[config.mk]
export PLATFORM = sky130hd
export DESIGN_NAME = button_press_led_fade
export DESIGN_NICKNAME = d
export VERILOG_FILES = /design/src/rtl/bplf_pkg.sv /design/src/rtl/button_press_led_fade.sv
export SDC_FILE = /design/constraint.sdc
export NUM_CORES = 2
export LEC_CHECK = 0
export BUFFER_PORTS_ARGS = -buffer_cell sky130_fd_sc_hd__buf_2
export CAP_MARGIN = 0
export CORE_UTILIZATION = 30
export CTS_CLUSTER_SIZE = 20
export DETAILED_ROUTE_END_ITERATION = 8
export GPL_TIMING_DRIVEN = 1
export SLEW_MARGIN = 10
export SYNTH_ARGS = -nofsm -noshare
export SYNTH_HDL_FRONTEND = slang
export SYNTH_SLANG_ARGS = --single-unit
[constraint.sdc]
create_clock -name clk -period 14.38 [get_ports clk]
set_input_delay 2.876 -clock clk [delete_from_list [all_inputs] [get_ports clk]]
set_output_delay 2.876 -clock clk [all_outputs]
set_load 0.005 [all_outputs]
[src/rtl/bplf_pkg.sv]
// Shared constants for the button-press light fade block.
`default_nettype none
package bplf_pkg;

  localparam int NUM_LIGHTS_DEF = 32;
  localparam int IDX_W          = 5;
  localparam int TIMER_W        = 17;
  localparam int MS_W           = 16;
  localparam int MASK_W         = 32;
  localparam int COLOR_W        = 24;
  localparam int CH_W           = 8;
  localparam int NUM_CH         = 3;
  localparam int CFG_IDX_W      = 3;
  localparam int CFG_DATA_W     = 32;
  localparam int S_TDATA_W      = 48;
  localparam int M_TDATA_W      = 32;
  localparam int MAG_W          = CH_W + MS_W;
  localparam int NUM_W          = MAG_W + 1;

  localparam logic [CFG_IDX_W-1:0] REG_ENABLE        = 3'd0;
  localparam logic [CFG_IDX_W-1:0] REG_HOLD_MS       = 3'd1;
  localparam logic [CFG_IDX_W-1:0] REG_FADE_MS       = 3'd2;
  localparam logic [CFG_IDX_W-1:0] REG_BUTTON_MASK   = 3'd3;
  localparam logic [CFG_IDX_W-1:0] REG_PRESSED_COLOR = 3'd4;
  localparam logic [CFG_IDX_W-1:0] REG_IDLE_COLOR    = 3'd5;

  localparam logic               ENABLE_RST        = 1'b1;
  localparam logic [MS_W-1:0]    HOLD_MS_RST       = 16'd1;
  localparam logic [MS_W-1:0]    FADE_MS_RST       = 16'd0;
  localparam logic [MASK_W-1:0]  BUTTON_MASK_RST   = 32'd0;
  localparam logic [COLOR_W-1:0] PRESSED_COLOR_RST = 24'hFFFFFF;
  localparam logic [COLOR_W-1:0] IDLE_COLOR_RST    = 24'h000000;

endpackage
`default_nettype wire

[src/rtl/button_press_led_fade.sv]
// Button-press light fade: per-light countdowns in a RAM, colour blend per light.
//
//  channel   | signals                         | payload
//  ----------+---------------------------------+-------------------------------------
//  frame in  | s_tvalid s_tready s_tdata       | pressed_mask, elapsed_ms
//  color out | m_tvalid m_tready m_tdata/tuser | light_index, red, green, blue,
//            |   m_tlast                       |   new_press (tuser), last (tlast)
//  config    | cfg_wr_en cfg_index cfg_data    | register write, no read-back
//
// A blended light passes RAM read, read-modify-write, multiply, 8 restoring-divide
// steps and output load; a pressed or idle light skips the divider. A new frame is
// taken only in the idle state, after the last light of the frame is output.
// Reset (rst, synchronous) clears the countdown valid bits, so every countdown
// reads as zero until written; no clearing pass is needed. A stalled output
// holds the sequencer in its output state.
`default_nettype none
module button_press_led_fade #(
  parameter int NUM_LIGHTS = bplf_pkg::NUM_LIGHTS_DEF
) (
  input  wire logic                             clk,
  input  wire logic                             rst,
  input  wire logic                             s_tvalid,
  output logic                                  s_tready,
  // [31:0] pressed_mask, [47:32] elapsed_ms
  input  wire logic [bplf_pkg::S_TDATA_W-1:0]   s_tdata,
  output logic                                  m_tvalid,
  input  wire logic                             m_tready,
  // [4:0] light_index, [12:5] red, [20:13] green, [28:21] blue, [31:29] zero
  output logic [bplf_pkg::M_TDATA_W-1:0]        m_tdata,
  // [0] new_press
  output logic                                  m_tuser,
  output logic                                  m_tlast,
  input  wire logic                             cfg_wr_en,
  input  wire logic [bplf_pkg::CFG_IDX_W-1:0]   cfg_index,
  input  wire logic [bplf_pkg::CFG_DATA_W-1:0]  cfg_data
);

  localparam int AW     = (NUM_LIGHTS > 1) ? $clog2(NUM_LIGHTS) : 1;
  localparam int IDX_W  = bplf_pkg::IDX_W;
  localparam int TW     = bplf_pkg::TIMER_W;
  localparam int MW     = bplf_pkg::MS_W;
  localparam int CW     = bplf_pkg::CH_W;
  localparam int NCH    = bplf_pkg::NUM_CH;
  localparam int MAGW   = bplf_pkg::MAG_W;
  localparam int NUMW   = bplf_pkg::NUM_W;
  localparam int DSHW   = MW + CW - 1;
  localparam logic [IDX_W-1:0] LAST_IDX = IDX_W'(NUM_LIGHTS - 1);

  typedef enum logic [2:0] {
    S_IDLE, S_READ, S_UPD, S_MUL, S_DIV, S_OUT
  } state_t;

  // configuration registers
  logic                                enable;
  logic [MW-1:0]                       hold_ms;
  logic [MW-1:0]                       fade_ms;
  logic [bplf_pkg::MASK_W-1:0]         button_mask;
  logic [bplf_pkg::COLOR_W-1:0]        pressed_color;
  logic [bplf_pkg::COLOR_W-1:0]        idle_color;

  always_ff @(posedge clk) begin
    if (rst) begin
      enable        <= bplf_pkg::ENABLE_RST;
      hold_ms       <= bplf_pkg::HOLD_MS_RST;
      fade_ms       <= bplf_pkg::FADE_MS_RST;
      button_mask   <= bplf_pkg::BUTTON_MASK_RST;
      pressed_color <= bplf_pkg::PRESSED_COLOR_RST;
      idle_color    <= bplf_pkg::IDLE_COLOR_RST;
    end else if (cfg_wr_en) begin
      case (cfg_index)
        bplf_pkg::REG_ENABLE:        enable        <= cfg_data[0];
        bplf_pkg::REG_HOLD_MS:       hold_ms       <= cfg_data[MW-1:0];
        bplf_pkg::REG_FADE_MS:       fade_ms       <= cfg_data[MW-1:0];
        bplf_pkg::REG_BUTTON_MASK:   button_mask   <= cfg_data[bplf_pkg::MASK_W-1:0];
        bplf_pkg::REG_PRESSED_COLOR: pressed_color <= cfg_data[bplf_pkg::COLOR_W-1:0];
        bplf_pkg::REG_IDLE_COLOR:    idle_color    <= cfg_data[bplf_pkg::COLOR_W-1:0];
        default: ;
      endcase
    end
  end

  // countdown RAM, registered read
  logic [TW-1:0] timer_mem [NUM_LIGHTS];
  logic [TW-1:0] rd_data;
  logic          wr_en;
  logic [TW-1:0] timer_next;
  logic [IDX_W-1:0] light;

  always_ff @(posedge clk) begin
    if (wr_en) begin
      timer_mem[light[AW-1:0]] <= timer_next;
    end
    rd_data <= timer_mem[light[AW-1:0]];
  end

  state_t                   state;
  logic [NUM_LIGHTS-1:0]    vld;
  logic [bplf_pkg::MASK_W-1:0] pressed;
  logic [MW-1:0]            elapsed;
  logic [TW-1:0]            cur_t;
  logic                     fresh;
  logic [NCH-1:0][CW-1:0]   base;
  logic [NCH-1:0]           down;
  logic [NCH-1:0][NUMW-1:0] rem;
  logic [NCH-1:0][CW-1:0]   quo;
  logic [DSHW-1:0]          dsh;
  logic [2:0]               step;

  // read-modify-write of the countdown
  logic [TW-1:0] t_old;
  logic [MW-1:0] hold_eff;
  logic [TW-1:0] reload;
  logic          fresh_next;

  always_comb begin
    t_old      = vld[light[AW-1:0]] ? rd_data : '0;
    hold_eff   = (hold_ms == '0) ? MW'(1) : hold_ms;
    reload     = {1'b0, hold_eff} + {1'b0, fade_ms};
    timer_next = t_old;
    fresh_next = 1'b0;
    if (enable && button_mask[light]) begin
      if (pressed[light]) begin
        fresh_next = (t_old == '0);
        timer_next = reload;
      end else if (t_old != '0) begin
        timer_next = (t_old > {1'b0, elapsed}) ? t_old - {1'b0, elapsed} : '0;
      end
    end
    wr_en = (state == S_UPD);
  end

  // blend numerators: k * |end - start|, rounded up for falling channels
  logic [MW-1:0]            k;
  logic                     blend;
  logic [NCH-1:0][CW-1:0]   ch_s;
  logic [NCH-1:0][CW-1:0]   ch_e;
  logic [NCH-1:0][CW-1:0]   diff;
  logic [NCH-1:0][MAGW-1:0] mag;
  logic [NCH-1:0][NUMW-1:0] num;

  always_comb begin
    blend = (cur_t != '0) && (cur_t <= {1'b0, fade_ms});
    k     = fade_ms - cur_t[MW-1:0];
    for (int c = 0; c < NCH; c++) begin
      ch_s[c] = pressed_color[CW*c +: CW];
      ch_e[c] = idle_color[CW*c +: CW];
      diff[c] = (ch_e[c] >= ch_s[c]) ? ch_e[c] - ch_s[c] : ch_s[c] - ch_e[c];
      mag[c]  = {{MW{1'b0}}, diff[c]} * {{CW{1'b0}}, k};
      num[c]  = (ch_e[c] >= ch_s[c]) ? {1'b0, mag[c]}
              : {1'b0, mag[c]} + {{(NUMW-MW){1'b0}}, fade_ms} - NUMW'(1);
    end
  end

  // one restoring-divide step per channel; quotient is known to fit 8 bits
  logic [NCH-1:0]           ge;
  logic [NCH-1:0][CW-1:0]   col;

  always_comb begin
    for (int c = 0; c < NCH; c++) begin
      ge[c]  = rem[c] >= {{(NUMW-DSHW){1'b0}}, dsh};
      col[c] = down[c] ? base[c] - quo[c] : base[c] + quo[c];
    end
  end

  assign s_tready = (state == S_IDLE);

  always_ff @(posedge clk) begin
    if (rst) begin
      state    <= S_IDLE;
      vld      <= '0;
      light    <= '0;
      step     <= '0;
      m_tvalid <= 1'b0;
    end else begin
      // the output state decides valid on its own
      if (m_tready && (state != S_OUT)) begin
        m_tvalid <= 1'b0;
      end
      case (state)
        S_IDLE: begin
          if (s_tvalid) begin
            pressed <= s_tdata[bplf_pkg::MASK_W-1:0];
            elapsed <= s_tdata[bplf_pkg::MASK_W +: MW];
            light   <= '0;
            state   <= S_READ;
          end
        end
        S_READ: begin
          state <= S_UPD;
        end
        S_UPD: begin
          vld[light[AW-1:0]] <= 1'b1;
          cur_t <= timer_next;
          fresh <= fresh_next;
          state <= S_MUL;
        end
        S_MUL: begin
          for (int c = 0; c < NCH; c++) begin
            quo[c] <= '0;
            rem[c] <= num[c];
            if (blend) begin
              base[c] <= ch_s[c];
              down[c] <= (ch_e[c] < ch_s[c]);
            end else begin
              base[c] <= (cur_t == '0) ? ch_e[c] : ch_s[c];
              down[c] <= 1'b0;
            end
          end
          dsh   <= {fade_ms, {(CW-1){1'b0}}};
          step  <= '0;
          state <= blend ? S_DIV : S_OUT;
        end
        S_DIV: begin
          for (int c = 0; c < NCH; c++) begin
            if (ge[c]) begin
              rem[c] <= rem[c] - {{(NUMW-DSHW){1'b0}}, dsh};
            end
            quo[c] <= {quo[c][CW-2:0], ge[c]};
          end
          dsh  <= dsh >> 1;
          step <= step + 3'd1;
          if (step == 3'(CW - 1)) begin
            state <= S_OUT;
          end
        end
        S_OUT: begin
          if (!m_tvalid || m_tready) begin
            m_tvalid <= 1'b1;
            m_tdata  <= {3'b000, col[0], col[1], col[2], light};
            m_tuser  <= fresh;
            m_tlast  <= (light == LAST_IDX);
            if (light == LAST_IDX) begin
              state <= S_IDLE;
            end else begin
              light <= light + IDX_W'(1);
              state <= S_READ;
            end
          end
        end
        default: state <= S_IDLE;
      endcase
    end
  end

endmodule
`default_nettype wire
==> results_dict.tcl <==
set metrics [dict create \
    status "completed" \
    place_hpwl_mm 125.7 \
    r2r_cells 44 \
    grt_usage_pct 16.54 \
    ant_nets 0 \
    cts_inserted_buffers 107 \
    postCtsSetupBuffers 0 \
    top_layer "met4" \
    fin_skew_ns 0.08224 \
    numClockSinks 964 \
    drt_pre_antenna_iters 6 \
    maxSlewHeadroom_pct 22.24 \
    drive_gt1_share_pct 13.20 \
    yosys.area.top_type "edfxtp_1" \
    overflow 0 \
    drt_iter0_drc 3111 \
    synth_top_area_share_pct 38.39 \
    clk_pin_slew_worst_paths_ns 0.06 \
    cts-root-buf "clkbuf_16" \
    finalNetCount 6544 \
    grt_pass1_vias 43720 \
    ys_seq_area_share_pct 44.03 \
    routed_wl_mm 175.5 \
    worst-setup-path-type "reg2reg" \
    synth.avg_cell_area_um2 11.01 \
    min_period_over_period_pct 77.37 \
    wl_met3_mm 8.926 \
    cap_violations 0 \
    min_path_type "reg2reg" \
    cts_tree "done" \
    hold_violations 0 \
    die_w_um 455.9 \
    cp-start-kind "register" \
    synth_edf_count 790 \
    wl_met1_mm 73.47 \
    clk_path_buf_depth 3 \
    fp-row-count 166 \
    place.gp.congestion 0.9211 \
    antenna_found_initial 5 \
    synth_cell_type_count 87 \
    vias 43510 \
    clock.fmax_mhz 89.88 \
    path_buf_inv 7 \
    grt_pass1_wl_mm 265.1 \
    worstPathRequired_ns 14.93 \
    cp_max_fo 41 \
    syn_to_final_growth_pct 13.03 \
    wl_per_cell_um 20.59 \
    setup-tns-final_ns 0 \
    yosys_warnings 0 \
    dp_cells 8312 \
    period_needed_ns 11.13 \
    synth_flop_cell "edfxtp_1" \
    hold_buffers 0 \
    dieArea_um2 207800 \
    grt_max_degree 90 \
    min_path_cells 2 \
    clock_latency_ns 0.76 \
    cp_slowest_cell "ha_1" \
    end_kind "register" \
    async_flop_share_pct 0 \
    wl_met2_mm 87.11 \
    critPathArrivalTime_ns 11.68 \
    htreeDepth 3 \
    rsz0062_at_grt "no" \
    critPathTopFamily "compound AO/OA/AOI/OAI gates" \
    pin_count 124 \
    drc_errors 0 \
    path_depth 44 \
    synthTopCellsByArea "edfxtp_1 (38%), ha_1 (9.2%), fa_1 (8.7%)" \
    synth-seq-cells 964 \
    critical_path.max_stage_delay_ns 0.69 \
    finalSetupViolCount 0 \
    core_um2 204600 \
    floorplan.initialDensity_pct 30.21 \
    cts_repair_resize_count 0 \
    die_y_um 455.9 \
    syn_inst 5611 \
    instances_no_fill 8522 \
    tightest_slew_ns 1.164 \
    syn_area_um2 61800 \
    maxSlewViolCount 0 \
    io_buffers 120 \
    viasPerCell 5.105 \
]
-- worst reg2reg max path: cells and delay by family (launching register included) --
kind / cells / cell delay, ns
compound gates: 20 / 3.91
fa+ha+maj: 8 / 3.48
simple gates: 5 / 1.34
buf+inv: 7 / 1.00
xor+xnor: 3 / 0.49
mux: 1 / 0.41
flops: 1 / 0.33
-- placed cells by master, fill, tap and decap left out, drive strengths merged, types with 87 or more instances in the layout --
| master | synthesis | layout |
|---|---|---|
| xnor2 | 182 | 182 |
| a21oi | 340 | 340 |
| fa | 270 | 270 |
| nor2 | 659 | 659 |
| xor2 | 96 | 96 |
| nand2 | 393 | 393 |
| mux4 | 160 | 160 |
| ha | 453 | 453 |
| buf | 40 | 244 |
| edfxtp | 790 | 790 |
| a21o | 92 | 92 |
| a22oi | 87 | 87 |
| o21ai | 201 | 201 |
| dfxtp | 174 | 174 |
| inv | 625 | 632 |
| clkbuf | 193 | 129 |
-- flip-flops by register name, summed over array words and instances, names as in the netlist, 3 cells and up --
register	cells
cur_t	17
base	24
ch_s	24
dsh	23
step	3
button_mask	32
fade_ms	16
ch_e	24
rem	75
pressed	32
hold_ms	16
vld	32
light	5
m_tdata	29
timer_mem	544
elapsed	16
rd_data	17
quo	24
down	3
state	3
-- synth_stat cells (62+ instances only) --
library cell,n
a21o_1,92
mux4_2,160
ha_1,453
xnor2_1,182
dfxtp_1,174
o21ai_0,197
xor2_1,95
clkbuf_1,193
nor3_1,62
fa_1,270
or2_2,73
a21oi_1,338
nand2_1,393
nor2_1,659
inv_1,625
edfxtp_1,790
a22oi_1,87
-- metrics by stage --
step	hold WS (ns)	util (%)	setup slack [ns]	instance area [um^2]
3_5_place_dp	0.4480	32.37	3.332	66230
6_report	0.4548	34.14	3.254	69850
4_1_cts	0.4564	34.13	3.229	69830
5_1_grt	0.4772	34.14	2.544	69850
2_1_floorplan	0.4003	-	4.799	61800
3_3_place_gp	0.4382	32.37	3.483	66230
-- path summary, 6_finish.rpt --
kind                    from               to  slack (ns)
max                 ch_s[16]          rem[73]        3.25
min          button_mask[26]  button_mask[26]        0.45
max reg2reg         ch_s[16]          rem[73]        3.25
min reg2reg  button_mask[26]  button_mask[26]        0.45
-- area by class of cell --
type	count	area, um^2
inverters	625	2346
clock buffers	129	2813
clock inverters	72	787.0
flip-flops and latches	964	27210
repair buffers	244	1563
diodes	9	22.52
well taps	2688	3363
fillers	20230	134700
multi-input cells	3791	31740
-- cell families (layout without fill, tap and decap cells) --
group,after synthesis,count (layout),synth area share [%]
fa+ha+maj,723,723,17.92
xor+xnor,278,278,3.952
buf+inv,858,1070,5.238
other cells,1,12,0.006068
flops,964,964,44.03
mux,230,230,6.997
simple gates,1494,1494,10.78
compound gates,1063,1063,11.09
-- routing by layer --
metal,vias up,track usage [%]
li1,20040,-
met4,0,5.997
met2,1264,28.94
met5,-,0
met3,242,2.017
met1,21960,20.82
Power is left out: the tool's default activity adds up to more than one toggle a clock period on the data nets, which glitch-free logic cannot reach.
